===== config.mk =====
export PLATFORM = sky130hd
export DESIGN_NAME = beat_peak_picker_dedup
export DESIGN_NICKNAME = d
export VERILOG_FILES = /design/src/rtl/bpp_pkg.sv /design/src/rtl/bpp_div.sv /design/src/rtl/bpp_seq.sv /design/src/rtl/beat_peak_picker_dedup.sv
export SDC_FILE = /design/constraint.sdc
export NUM_CORES = 1
export LEC_CHECK = 0
export BUFFER_PORTS_ARGS = -buffer_cell sky130_fd_sc_hd__buf_4
export CAP_MARGIN = 15
export CORE_ASPECT_RATIO = 2
export CORE_MARGIN = 5
export CORE_UTILIZATION = 60
export DETAILED_ROUTE_END_ITERATION = 10
export PLACE_DENSITY = 0.78
export SYNTH_ARGS = -nofsm -noshare
export SYNTH_HDL_FRONTEND = slang
export SYNTH_SLANG_ARGS = --single-unit

===== constraint.sdc =====
create_clock -name clk_i -period 9.58 [get_ports clk_i]
set_clock_uncertainty 0.05 [all_clocks]
set_input_delay 1.437 -clock clk_i [delete_from_list [all_inputs] [get_ports clk_i]]
set_output_delay 1.437 -clock clk_i [all_outputs]
set_load 0.02 [all_outputs]

===== src/rtl/bpp_pkg.sv =====
// Shared types and constants of the beat peak picker with cluster merge.
// Used by the sequencer, the serial divider, the top level and the checker.
package bpp_pkg;

  // Fixed field widths
  localparam int unsigned LOGIT_BITS  = 16;
  localparam int unsigned POS_BITS    = 32;
  localparam int unsigned COUNT_BITS  = 6;
  localparam int unsigned WIDTH_BITS  = 4;
  localparam int unsigned FRAC_BITS   = 8;
  localparam int unsigned APB_DATA_BITS = 32;
  localparam int unsigned APB_ADDR_BITS = 3;

  // Cluster limit and register reset
  localparam logic [COUNT_BITS-1:0] COUNT_MAX     = 6'd63;
  localparam logic [WIDTH_BITS-1:0] DEDUP_RESET   = 4'd1;

  // Register index of dedup_width (byte address 4*index)
  localparam logic REG_DEDUP_WIDTH = 1'b0;

  // Sequencer states
  typedef enum logic [3:0] {
    ST_IDLE,
    ST_LOAD,
    ST_SCAN,
    ST_MUL,
    ST_TEST,
    ST_DIV,
    ST_PUSH,
    ST_NEXT,
    ST_DONE
  } seq_state_e;

  // Control bits of one result word handed to the output register
  typedef struct packed {
    logic valid;
    logic last;
    logic eos;
  } res_ctrl_t;

endpackage


===== src/rtl/bpp_div.sv =====
// Restoring serial divider, one quotient bit per cycle, for the cluster mean.
// Depends on bpp_pkg for the count and position widths.
module bpp_div #(
  parameter int unsigned DVD_BITS = 38
) (
  input  logic                              clk_i,
  input  logic                              rst_ni,
  input  logic                              start_i,
  input  logic [DVD_BITS-1:0]               dividend_i,
  input  logic [bpp_pkg::COUNT_BITS-1:0]    divisor_i,
  output logic                              busy_o,
  output logic [bpp_pkg::POS_BITS-1:0]      quotient_o
);

  localparam int unsigned CNT_BITS = $clog2(DVD_BITS + 1);

  logic [DVD_BITS-1:0]               dvd_q;
  logic [bpp_pkg::COUNT_BITS-1:0]    dvs_q;
  logic [bpp_pkg::COUNT_BITS-1:0]    rem_q;
  logic [bpp_pkg::POS_BITS-1:0]      quo_q;
  logic [CNT_BITS-1:0]               cnt_q;
  logic                              busy_q;

  logic [bpp_pkg::COUNT_BITS:0]      trial_w;
  logic                              fits_w;
  logic [bpp_pkg::COUNT_BITS:0]      diff_w;

  // Trial subtract of the divisor from the shifted partial remainder
  assign trial_w = {rem_q, dvd_q[DVD_BITS-1]};
  assign fits_w  = trial_w >= {1'b0, dvs_q};
  assign diff_w  = trial_w - {1'b0, dvs_q};

  // Control: count the quotient bits
  always_ff @(posedge clk_i or negedge rst_ni) begin
    if (!rst_ni) begin
      busy_q <= 1'b0;
      cnt_q  <= '0;
    end else if (start_i) begin
      busy_q <= 1'b1;
      cnt_q  <= CNT_BITS'(DVD_BITS);
    end else if (busy_q) begin
      cnt_q <= cnt_q - CNT_BITS'(1);
      if (cnt_q == CNT_BITS'(1)) begin
        busy_q <= 1'b0;
      end
    end
  end

  // Datapath: shift dividend out, quotient bits in; only the low bits are kept
  always_ff @(posedge clk_i) begin
    if (start_i) begin
      dvd_q <= dividend_i;
      dvs_q <= divisor_i;
      rem_q <= '0;
      quo_q <= '0;
    end else if (busy_q) begin
      dvd_q <= {dvd_q[DVD_BITS-2:0], 1'b0};
      rem_q <= fits_w ? diff_w[bpp_pkg::COUNT_BITS-1:0] : trial_w[bpp_pkg::COUNT_BITS-1:0];
      quo_q <= {quo_q[bpp_pkg::POS_BITS-2:0], fits_w};
    end
  end

  assign busy_o     = busy_q;
  assign quotient_o = quo_q;

endmodule


===== src/rtl/bpp_seq.sv =====
// Sequencer of the peak picker: logit window, serial peak scan, cluster
// merge test and result staging. Depends on bpp_pkg and drives bpp_div.
module bpp_seq #(
  parameter int unsigned PEAK_RADIUS      = 3,
  parameter int unsigned FRAME_INDEX_BITS = 24
) (
  input  logic                                  clk_i,
  input  logic                                  rst_ni,
  input  logic                                  in_valid_i,
  output logic                                  in_ready_o,
  input  logic signed [bpp_pkg::LOGIT_BITS-1:0] logit_i,
  input  logic                                  last_frame_i,
  input  logic [bpp_pkg::WIDTH_BITS-1:0]        dedup_width_i,
  output logic                                  div_start_o,
  output logic [FRAME_INDEX_BITS+bpp_pkg::COUNT_BITS+bpp_pkg::FRAC_BITS-1:0] div_dividend_o,
  output logic [bpp_pkg::COUNT_BITS-1:0]        div_divisor_o,
  input  logic                                  div_busy_i,
  input  logic [bpp_pkg::POS_BITS-1:0]          div_quotient_i,
  output bpp_pkg::res_ctrl_t                    res_o,
  output logic [bpp_pkg::POS_BITS-1:0]          res_pos_o,
  input  logic                                  res_ready_i
);

  localparam int unsigned WIN_DEPTH    = 2 * PEAK_RADIUS + 1;
  localparam int unsigned WIN_IDX_BITS = $clog2(WIN_DEPTH);
  localparam int unsigned FILL_BITS    = $clog2(WIN_DEPTH + 1);
  localparam int unsigned DIST_BITS    = $clog2(PEAK_RADIUS + 1);
  localparam int unsigned SUM_BITS     = FRAME_INDEX_BITS + bpp_pkg::COUNT_BITS;
  localparam int unsigned CMP_BITS     = SUM_BITS + 1;

  bpp_pkg::seq_state_e state_q, state_d;

  logic signed [bpp_pkg::LOGIT_BITS-1:0] win_q [WIN_DEPTH];
  logic [FILL_BITS-1:0]                  fill_q;
  logic [FRAME_INDEX_BITS-1:0]           frame_q;
  logic [FRAME_INDEX_BITS-1:0]           newest_q;
  logic                                  last_q;
  logic [DIST_BITS-1:0]                  dist_q;
  logic [WIN_IDX_BITS-1:0]               k_q;
  logic [WIN_IDX_BITS-1:0]               hi_q;
  logic signed [bpp_pkg::LOGIT_BITS-1:0] cand_q;
  logic [FRAME_INDEX_BITS-1:0]           idx_q;
  logic [SUM_BITS-1:0]                   prod_q;
  logic [SUM_BITS-1:0]                   sum_q;
  logic [bpp_pkg::COUNT_BITS-1:0]        count_q;
  logic                                  open_q;
  logic                                  flush_q;
  logic [bpp_pkg::POS_BITS-1:0]          pend_pos_q;
  logic                                  pend_valid_q;
  logic                                  pend_eos_q;

  logic                                  accept_w;
  logic [WIN_IDX_BITS-1:0]               rd_idx_w;
  logic signed [bpp_pkg::LOGIT_BITS-1:0] win_rd_w;
  logic                                  cand_ok_w;
  logic [FILL_BITS-1:0]                  reach_w;
  logic [FILL_BITS-1:0]                  fill_m1_w;
  logic [FILL_BITS-1:0]                  hi_w;
  logic [FRAME_INDEX_BITS-1:0]           idx_w;
  logic signed [CMP_BITS-1:0]            lhs_w;
  logic signed [CMP_BITS-1:0]            rhs_w;
  logic                                  merge_w;
  logic                                  stream_end_w;
  logic                                  close_w;
  logic                                  stage_free_w;

  assign accept_w = in_valid_i && in_ready_o;

  // One window read port: candidate in LOAD, scanned neighbour in SCAN
  assign rd_idx_w = (state_q == bpp_pkg::ST_LOAD) ? WIN_IDX_BITS'(dist_q) : k_q;
  assign win_rd_w = win_q[rd_idx_w];

  // Candidate exists and is positive
  assign cand_ok_w = (FILL_BITS'(dist_q) < fill_q) && (win_rd_w > 0);

  // Last scanned entry: older side cut short by the frames present
  assign reach_w   = FILL_BITS'(dist_q) + FILL_BITS'(PEAK_RADIUS);
  assign fill_m1_w = fill_q - FILL_BITS'(1);
  assign hi_w      = (reach_w < fill_m1_w) ? reach_w : fill_m1_w;

  // Frame index of the candidate, wrapping with the counter
  assign idx_w = newest_q - FRAME_INDEX_BITS'(dist_q);

  // Merge test: idx*count - sum <= width*count
  assign lhs_w = $signed({1'b0, prod_q}) - $signed({1'b0, sum_q});
  assign rhs_w = $signed({1'b0, SUM_BITS'(dedup_width_i) * SUM_BITS'(count_q)});
  assign merge_w = open_q && (count_q != bpp_pkg::COUNT_MAX) && (lhs_w <= rhs_w);

  assign stream_end_w = last_q && (dist_q == '0);
  assign stage_free_w = !pend_valid_q || res_ready_i;

  // Start of a cluster mean division
  assign close_w = ((state_q == bpp_pkg::ST_TEST) && !merge_w && open_q) ||
                   ((state_q == bpp_pkg::ST_NEXT) && stream_end_w && open_q);

  // Next state
  always_comb begin
    state_d = state_q;
    case (state_q)
      bpp_pkg::ST_IDLE: begin
        if (accept_w) begin
          state_d = bpp_pkg::ST_LOAD;
        end
      end
      bpp_pkg::ST_LOAD: begin
        state_d = cand_ok_w ? bpp_pkg::ST_SCAN : bpp_pkg::ST_NEXT;
      end
      bpp_pkg::ST_SCAN: begin
        if (win_rd_w > cand_q) begin
          state_d = bpp_pkg::ST_NEXT;
        end else if (k_q == hi_q) begin
          state_d = bpp_pkg::ST_MUL;
        end
      end
      bpp_pkg::ST_MUL: begin
        state_d = bpp_pkg::ST_TEST;
      end
      bpp_pkg::ST_TEST: begin
        state_d = close_w ? bpp_pkg::ST_DIV : bpp_pkg::ST_NEXT;
      end
      bpp_pkg::ST_DIV: begin
        if (!div_busy_i) begin
          state_d = bpp_pkg::ST_PUSH;
        end
      end
      bpp_pkg::ST_PUSH: begin
        if (stage_free_w) begin
          state_d = flush_q ? bpp_pkg::ST_DONE : bpp_pkg::ST_NEXT;
        end
      end
      bpp_pkg::ST_NEXT: begin
        if (last_q && (dist_q != '0)) begin
          state_d = bpp_pkg::ST_LOAD;
        end else if (close_w) begin
          state_d = bpp_pkg::ST_DIV;
        end else begin
          state_d = bpp_pkg::ST_DONE;
        end
      end
      bpp_pkg::ST_DONE: begin
        if (stage_free_w) begin
          state_d = bpp_pkg::ST_IDLE;
        end
      end
      default: begin
        state_d = bpp_pkg::ST_IDLE;
      end
    endcase
  end

  // Outputs
  always_comb begin
    in_ready_o  = 1'b0;
    res_o       = '0;
    div_start_o = close_w;
    case (state_q)
      bpp_pkg::ST_IDLE: begin
        in_ready_o = 1'b1;
      end
      bpp_pkg::ST_PUSH: begin
        res_o.valid = pend_valid_q;
        res_o.last  = 1'b0;
        res_o.eos   = pend_eos_q;
      end
      bpp_pkg::ST_DONE: begin
        res_o.valid = pend_valid_q;
        res_o.last  = 1'b1;
        res_o.eos   = pend_eos_q;
      end
      default: begin
        in_ready_o = 1'b0;
      end
    endcase
  end

  assign div_dividend_o = {sum_q, {bpp_pkg::FRAC_BITS{1'b0}}};
  assign div_divisor_o  = count_q;
  assign res_pos_o      = pend_pos_q;

  // State register
  always_ff @(posedge clk_i or negedge rst_ni) begin
    if (!rst_ni) begin
      state_q <= bpp_pkg::ST_IDLE;
    end else begin
      state_q <= state_d;
    end
  end

  // Stream and cluster control state
  always_ff @(posedge clk_i or negedge rst_ni) begin
    if (!rst_ni) begin
      fill_q       <= '0;
      frame_q      <= '0;
      sum_q        <= '0;
      count_q      <= '0;
      open_q       <= 1'b0;
      pend_valid_q <= 1'b0;
    end else begin
      if (accept_w) begin
        if (fill_q != FILL_BITS'(WIN_DEPTH)) begin
          fill_q <= fill_q + FILL_BITS'(1);
        end
        frame_q <= frame_q + FRAME_INDEX_BITS'(1);
      end
      // Merge the peak, or open a new cluster with it
      if (state_q == bpp_pkg::ST_TEST) begin
        if (merge_w) begin
          sum_q   <= sum_q + SUM_BITS'(idx_q);
          count_q <= count_q + bpp_pkg::COUNT_BITS'(1);
        end else begin
          sum_q   <= SUM_BITS'(idx_q);
          count_q <= bpp_pkg::COUNT_BITS'(1);
          open_q  <= 1'b1;
        end
      end
      // Drop all stream state after the final frame
      if ((state_q == bpp_pkg::ST_NEXT) && stream_end_w) begin
        fill_q  <= '0;
        frame_q <= '0;
        sum_q   <= '0;
        count_q <= '0;
        open_q  <= 1'b0;
      end
      // Stage a finished mean; hand the staged one on first
      if ((state_q == bpp_pkg::ST_PUSH) && stage_free_w) begin
        pend_valid_q <= 1'b1;
      end
      if ((state_q == bpp_pkg::ST_DONE) && stage_free_w) begin
        pend_valid_q <= 1'b0;
      end
    end
  end

  // Window, scan and staging payload
  always_ff @(posedge clk_i) begin
    if (accept_w) begin
      for (int unsigned i = WIN_DEPTH - 1; i > 0; i--) begin
        win_q[i] <= win_q[i-1];
      end
      win_q[0] <= logit_i;
      newest_q <= frame_q;
      last_q   <= last_frame_i;
      dist_q   <= DIST_BITS'(PEAK_RADIUS);
    end
    if (state_q == bpp_pkg::ST_LOAD) begin
      cand_q <= win_rd_w;
      k_q    <= '0;
      hi_q   <= WIN_IDX_BITS'(hi_w);
    end
    if (state_q == bpp_pkg::ST_SCAN) begin
      k_q <= k_q + WIN_IDX_BITS'(1);
    end
    if (state_q == bpp_pkg::ST_MUL) begin
      idx_q  <= idx_w;
      prod_q <= SUM_BITS'(idx_w) * SUM_BITS'(count_q);
    end
    if (close_w) begin
      flush_q <= (state_q == bpp_pkg::ST_NEXT);
    end
    if ((state_q == bpp_pkg::ST_NEXT) && last_q && (dist_q != '0)) begin
      dist_q <= dist_q - DIST_BITS'(1);
    end
    if ((state_q == bpp_pkg::ST_PUSH) && stage_free_w) begin
      pend_pos_q <= div_quotient_i;
      pend_eos_q <= flush_q;
    end
  end

endmodule


===== src/rtl/beat_peak_picker_dedup.sv =====
// Top level of the beat peak picker with cluster merge: configuration port,
// output register and the sequencer with its serial divider.
// Depends on bpp_pkg, bpp_seq and bpp_div.

// One frame word is taken at a time and s_axis_tready stays low until the frame
// is finished. For each frame, its candidate is compared against each neighbour in
// turn by one comparator, then the merge test uses one multiply and one compare.
// Each closed cluster adds a run of the serial divider, one quotient bit a cycle.
// The final frame (tlast) checks PEAK_RADIUS+1 pending frames and may close up to
// PEAK_RADIUS+2 clusters, each with its own division. Results leave through an
// output register, so a waiting result holds back the block only when the next
// one is ready.
module beat_peak_picker_dedup #(
  parameter int unsigned PEAK_RADIUS      = 3,
  parameter int unsigned FRAME_INDEX_BITS = 24
) (
  input  logic                                 clk_i,
  input  logic                                 rst_ni,
  // Frame stream
  input  logic                                 s_axis_tvalid,
  output logic                                 s_axis_tready,
  input  logic [bpp_pkg::LOGIT_BITS-1:0]       s_axis_tdata,   // [15:0] logit
  input  logic                                 s_axis_tlast,   // last_frame
  // Cluster stream
  output logic                                 m_axis_tvalid,
  input  logic                                 m_axis_tready,
  output logic [bpp_pkg::POS_BITS-1:0]         m_axis_tdata,   // [31:0] peak_position
  output logic                                 m_axis_tlast,   // last_in_run
  output logic                                 m_axis_tuser,   // [0] end_of_stream
  // Configuration
  input  logic                                 psel,
  input  logic                                 penable,
  input  logic                                 pwrite,
  input  logic [bpp_pkg::APB_ADDR_BITS-1:0]    paddr,
  input  logic [bpp_pkg::APB_DATA_BITS-1:0]    pwdata,
  output logic [bpp_pkg::APB_DATA_BITS-1:0]    prdata,
  output logic                                 pready
);

  localparam int unsigned DVD_BITS =
    FRAME_INDEX_BITS + bpp_pkg::COUNT_BITS + bpp_pkg::FRAC_BITS;

  logic [bpp_pkg::WIDTH_BITS-1:0]  dedup_q;
  logic                            reg_sel_w;

  logic                            div_start_w;
  logic [DVD_BITS-1:0]             div_dividend_w;
  logic [bpp_pkg::COUNT_BITS-1:0]  div_divisor_w;
  logic                            div_busy_w;
  logic [bpp_pkg::POS_BITS-1:0]    div_quotient_w;

  bpp_pkg::res_ctrl_t              res_w;
  logic [bpp_pkg::POS_BITS-1:0]    res_pos_w;
  logic                            res_ready_w;

  logic                            out_valid_q;
  logic [bpp_pkg::POS_BITS-1:0]    out_pos_q;
  logic                            out_last_q;
  logic                            out_eos_q;

  // Register file: dedup_width only
  assign pready    = 1'b1;
  assign reg_sel_w = (paddr[2] == bpp_pkg::REG_DEDUP_WIDTH);

  always_ff @(posedge clk_i or negedge rst_ni) begin
    if (!rst_ni) begin
      dedup_q <= bpp_pkg::DEDUP_RESET;
    end else if (psel && penable && pwrite && pready && reg_sel_w) begin
      dedup_q <= pwdata[bpp_pkg::WIDTH_BITS-1:0];
    end
  end

  assign prdata = reg_sel_w ? bpp_pkg::APB_DATA_BITS'(dedup_q) : '0;

  bpp_seq #(
    .PEAK_RADIUS      (PEAK_RADIUS),
    .FRAME_INDEX_BITS (FRAME_INDEX_BITS)
  ) u_seq (
    .clk_i          (clk_i),
    .rst_ni         (rst_ni),
    .in_valid_i     (s_axis_tvalid),
    .in_ready_o     (s_axis_tready),
    .logit_i        ($signed(s_axis_tdata)),
    .last_frame_i   (s_axis_tlast),
    .dedup_width_i  (dedup_q),
    .div_start_o    (div_start_w),
    .div_dividend_o (div_dividend_w),
    .div_divisor_o  (div_divisor_w),
    .div_busy_i     (div_busy_w),
    .div_quotient_i (div_quotient_w),
    .res_o          (res_w),
    .res_pos_o      (res_pos_w),
    .res_ready_i    (res_ready_w)
  );

  bpp_div #(
    .DVD_BITS (DVD_BITS)
  ) u_div (
    .clk_i      (clk_i),
    .rst_ni     (rst_ni),
    .start_i    (div_start_w),
    .dividend_i (div_dividend_w),
    .divisor_i  (div_divisor_w),
    .busy_o     (div_busy_w),
    .quotient_o (div_quotient_w)
  );

  // Output register: take a word whenever the slot is empty or being drained
  assign res_ready_w = !out_valid_q || m_axis_tready;

  always_ff @(posedge clk_i or negedge rst_ni) begin
    if (!rst_ni) begin
      out_valid_q <= 1'b0;
    end else if (res_ready_w) begin
      out_valid_q <= res_w.valid;
    end
  end

  always_ff @(posedge clk_i) begin
    if (res_ready_w && res_w.valid) begin
      out_pos_q  <= res_pos_w;
      out_last_q <= res_w.last;
      out_eos_q  <= res_w.eos;
    end
  end

  assign m_axis_tvalid = out_valid_q;
  assign m_axis_tdata  = out_pos_q;
  assign m_axis_tlast  = out_last_q;
  assign m_axis_tuser  = out_eos_q;

endmodule


After elaboration in Yosys (flattened, before gate mapping)
Memories as Yosys holds them, arrays and structs flattened. Cells that the tools add are included.

Input port bits: 59. Memories: 1. Flip-flop bits (word level): 326. Word-level logic and storage cells: 153. Output and inout bits: 69. Memory bits (writable): 112.

Memories: u_seq.win_q (depth 7, bits a word 16, read ports 7, clocked after memory_dff 0, wr ports 7, RTL line bpp_seq.sv:33) `logic signed [bpp_pkg::LOGIT_BITS-1:0] win_q [WIN_DEPTH];`.

$lt $le $gt $ge: 6. Multiply operators: 2. Multiplexer cells: 47. Reduce and logical (&&, ||, !) cells: 37. $add $sub $neg: 12. Eq/ne operators: 18. Bitwise gates (word level): 1.

Operator list (number): $mux 30 (3); $mux 38 (2); $mux 24 (2); $mux 4 (10); $mux 6 (6); $pmux 4 s9 (1); $le 31x11->1 (1); $sub 30x30->31 (1); $add 30x24->30 (1); $mul 24x6->30 (1); $add 24x1->24 const B (1); $mux 3 (8); $sub 24x2->24 (1); $logic_and 1x1->1 (18); $eq 4x3->1 const B (4); $gt 16x1->1 const B (1); $gt 16x16->1 (1); $reduce_bool 2->1 (8); $mux 1 (11); $mul 4x6->10 (1); $eq 4x2->1 const B (2); $ge 7x6->1 (1); $add 3x1->3 const B (2); $add 6x1->6 const B (1); other kinds (25) (35).

Depth between registers and ports, before layout
Word-level depth: 10. Gate-level depth with buffers: 27. Gate-level depth less buffers: 25.

Cells and area by module
From an unflattened synthesis, not the netlist that was laid out.

Cells, all modules: 2334. Area, all modules: 26202.6 um2.

Modules (own cells, without submodules): bpp_seq (area an instance 20885.0 um2, cells an instance 1960, instances 1, sequential area each 9203.8 um2); bpp_div (area an instance 3822.4 um2, cells an instance 292, instances 1, sequential area each 2257.2 um2); beat_peak_picker_dedup (area an instance 1495.2 um2, cells an instance 82, instances 1, sequential area each 1147.4 um2).

Least setup slack after synthesis
Ideal clock, no wire load.

Kind: reg2reg. Start point: register u_seq.dist_q[0]. End point: register u_seq.prod_q[28] (data pin). Data required time: 9.273 ns. Path slack: 3.154 ns. Arrival: 6.119 ns. Library setup time: 0.257 ns. Period minus slack after synthesis: 6.426 ns. Cell stages (with the launch flop): 24. Path through: edfxtp_1 -> ha_1 -> inv_1 -> fa_1 -> nor4_1 -> nand2b_1 -> xnor2_1 -> nand2_1 -> fa_1 -> fa_1 -> inv_1 -> fa_1 -> ha_1 -> a21o_1 -> a21o_1 -> a21oi_1 -> o21ai_0 -> a41oi_1 -> o211ai_1 -> a31oi_1 -> nor2b_1 -> o21a_1 -> o41a_1 -> xor2_1.

Cells in the longest elaborated chain, start to end: 2.

RTL lines: start, declared (RTL line bpp_seq.sv:38) `logic [DIST_BITS-1:0] dist_q;`; start signal, assigned (RTL line bpp_seq.sv:243) `dist_q <= DIST_BITS'(PEAK_RADIUS);`; start signal, assigned (RTL line bpp_seq.sv:261) `dist_q <= dist_q - DIST_BITS'(1);`; $sub 24x2->24 (RTL line bpp_seq.sv:82) `assign idx_w = newest_q - FRAME_INDEX_BITS'(dist_q);`; via u_seq.idx_w[10] (RTL line bpp_seq.sv:59) `logic [FRAME_INDEX_BITS-1:0] idx_w;`; $mul 24x6->30 (RTL line bpp_seq.sv:255) `prod_q <= SUM_BITS'(idx_w) * SUM_BITS'(count_q);`; end signal, assigned (RTL line bpp_seq.sv:255); end, declared (RTL line bpp_seq.sv:43) `logic [SUM_BITS-1:0] prod_q;`.

The timed path passes the listed nets, and every way through them passes these cells. A chain may end at the register's enable or synchronous reset.

Worst setup path after layout
Same ends and word-level chain as after synthesis.

==> results.cfg <==
[global_route]
grt_pass1_vias = 19189
antenna_found_initial = 0
grt.total_usage_pct = 24.1
grt_pass1_wl_um = 92700
grt_max_degree = 69
grt_overflow = 0

[logic_synthesis]
synth-edff-count = 319
ys_seq_area_share_pct = 47.7
synth.largest_area_cell = edfxtp_1
yosysTopAreaCellShare_pct = 37.0
synth_area_leaders = edfxtp_1 37%, fa_1 7.8%, dfrtp_1 7.7%
netlist_instances = 2391
synth-seq-cells = 438
syn_area_per_cell_sq_um = 10.8
synth_most_common_cell = nand2_1
yosysWarnings = 0
synth_cell_type_count = 84
yosys-top-cells-count = 324 x nand2_1, 319 x edfxtp_1, 183 x inv_1
synth_ff_type = edfxtp_1
async_reset_ff_share_pct = 18.5
synthesis.area_sq_um = 25900

[cts]
htree_levels = 2
max-clock-path-buffers = 3
cts-resized-gates = 0
clk_latency_ns = 0.56
clk_pin_slew_ns = 0.07
cts_root_buf = clkbuf_16
cts_hold_buf = 0
cts_tree = yes
cts_buffers = 39
cts.sinks = 438
postCtsSetupRepairBufs = 0

[floorplan]
core_sq_um = 42700
initial_utilization_pct = 60.7
pin_count = 128
rows = 107
die_y_um = 304
die-width_um = 157
die_area_sq_um = 47700

[routing]
drc_errors = 0
via_count = 17908
routed_via_density = 5.95
drt-total-wl_um = 56700
dr.pass1.iters = 7
wl_per_cell_um = 18.8
ant_nets = 0
drtIter0Drc = 731

[sta]
setup_viol = 0
period_needed_ns = 7.79
slew_headroom_pct = 28.7
timing.fmax_mhz = 128
fin_tns_setup_ns = 0
tightest_slew_ns = 1.07
finalHoldViolCount = 0
layout_setup_ws_ns = 1.79
rsz0062_at_grt = no
slew_viol_final = 0
final.period_utilization_pct = 81.3

[critical_path]
end_kind = flop
r2r_start = u_seq.dist_q[0]
crit_arrival_ns = 8.03
critPathRequiredTime_ns = 9.82
path_max_fanout = 7
critPathKind = reg -> reg
cp-start-kind = flop
critPathLaunch = u_seq.dist_q[0]

[finish]
nNetsFinal = 2748
antenna_cells = 0
fillCellCount = 3301
final_area_sq_um = 28200
final_util_pct = 66.0
syn_to_final_growth_pct = 8.69
drive_above_1_share_pct = 8.84

[outcome]
run_status = completed

[placed_design]
dp_slack_ns = 1.92
routabilityCongestion = 0.916
dp_hpwl_um = 42700
placedInstanceArea_sq_um = 26800
port_buffers = 68

[power_and_ir_drop]
power.total_w = 0.00892
leakagePower_nw = 11.9
power_density_nw_per_um2 = 317
irDropWorstVdd_v = 0.000205

[worst_hold_path]
min-delay-path-class = reg -> reg
min_from = u_seq.res_pos_o[22]

[flow_run]
cap_violations = 0
[critical path, stage by stage (launching register included)]
cell	delay, ns
edfxtp_1	0.50
ha_1	0.20
inv_1	0.06
fa_1	0.48
nor4_1	0.89
nand2b_1	0.15
xnor2_1	0.62
nand2_1	0.18
fa_1	0.50
fa_1	0.49
inv_1	0.05
fa_1	0.48
ha_1	0.39
a21o_1	0.21
a21o_1	0.19
a21oi_1	0.29
o21ai_0	0.21
a41oi_1	0.25
buf_4	0.18
o211ai_1	0.11
a31oi_1	0.28
nor2b_1	0.08
o21a_1	0.20
o41a_1	0.33
xor2_1	0.15
[layer usage]
metal	track usage [%]	share of wire, %	vias to the layer above
li1	-	-	8425
met2	46.1	56	490
met3	2.52	3.6	197
met4	14.6	6.7	0
met5	0	0	-
met1	24.2	34	8796
[state kept, by name, summed over array words and instances, names as in the netlist, 30 cells and up]
name	flops
m_axis_tdata	32
u_div.dvd_q	30
u_div.quotient_o	32
u_seq.prod_q	30
u_seq.res_pos_o	32
u_seq.sum_q	30
u_seq.win_q	112
[cell type report]
type                    instances  area (sq um)  area share, %
flip-flops and latches        438         12400           43.9
multi-input cells            1679         12400           44.0
clock inverters                25           309           1.10
inverters                     185           697           2.47
repair buffers                 93           698           2.48
clock buffers                  47          1030           3.65
well taps                     545           682           2.42
[worst paths after layout]
path,end,slack [ns],cells after the start
worst max-delay path,u_seq.prod_q[28],1.79,24
worst min-delay path,m_axis_tdata[22],0.37,0
worst max register to register,u_seq.prod_q[28],1.79,24
worst min register to register,m_axis_tdata[22],0.37,0
max in group asynchronous,u_seq.sum_q[26],7.56,2
min in group asynchronous,u_seq.fill_q[1],0.85,1
[cell usage in the layout, fill, tap and decap left out, drive strengths merged, types with 25 or more instances in the layout]
master  count
dfrtp      80
o21ai      89
nand3      78
a21oi     116
nand2b     25
inv       191
conb       29
ha        152
nor2      158
clkbuf     47
a21o       40
mux2       36
edfxtp    319
nand2     324
and2       34
nor3       38
xor2       47
buf        93
fa        101
xnor2      68
mux2i      61
dfxtp      38
[report_power, final]
part	switching (W)	internal (W)
clock	0.000709	0.000940
combinational	0.00260	0.00168
sequential	0.000299	0.00270
[metrics by stage]
step | instances | hold slack, ns
5_1_grt | 3012 | 0.373
3_3_place_gp | 2940 | 0.351
6_report | 3012 | 0.367
4_1_cts | 3012 | 0.370
3_5_place_dp | 2940 | 0.355
2_1_floorplan | 2418 | 0.350
[logic make-up after synthesis]
group                    count (synthesis)  synth area share, %
AND/OR/NAND/NOR                        784                 13.9
flip-flops                             438                 47.7
AO/OA/AOI/OAI                          401                 9.87
buffers and inverters                  301                 5.12
adder cells (fa/ha/maj)                253                 15.1
XOR/XNOR                               115                 3.89
multiplexers                            97                 4.31
other                                    2               0.0290
(Power assumes the default switching activity.)
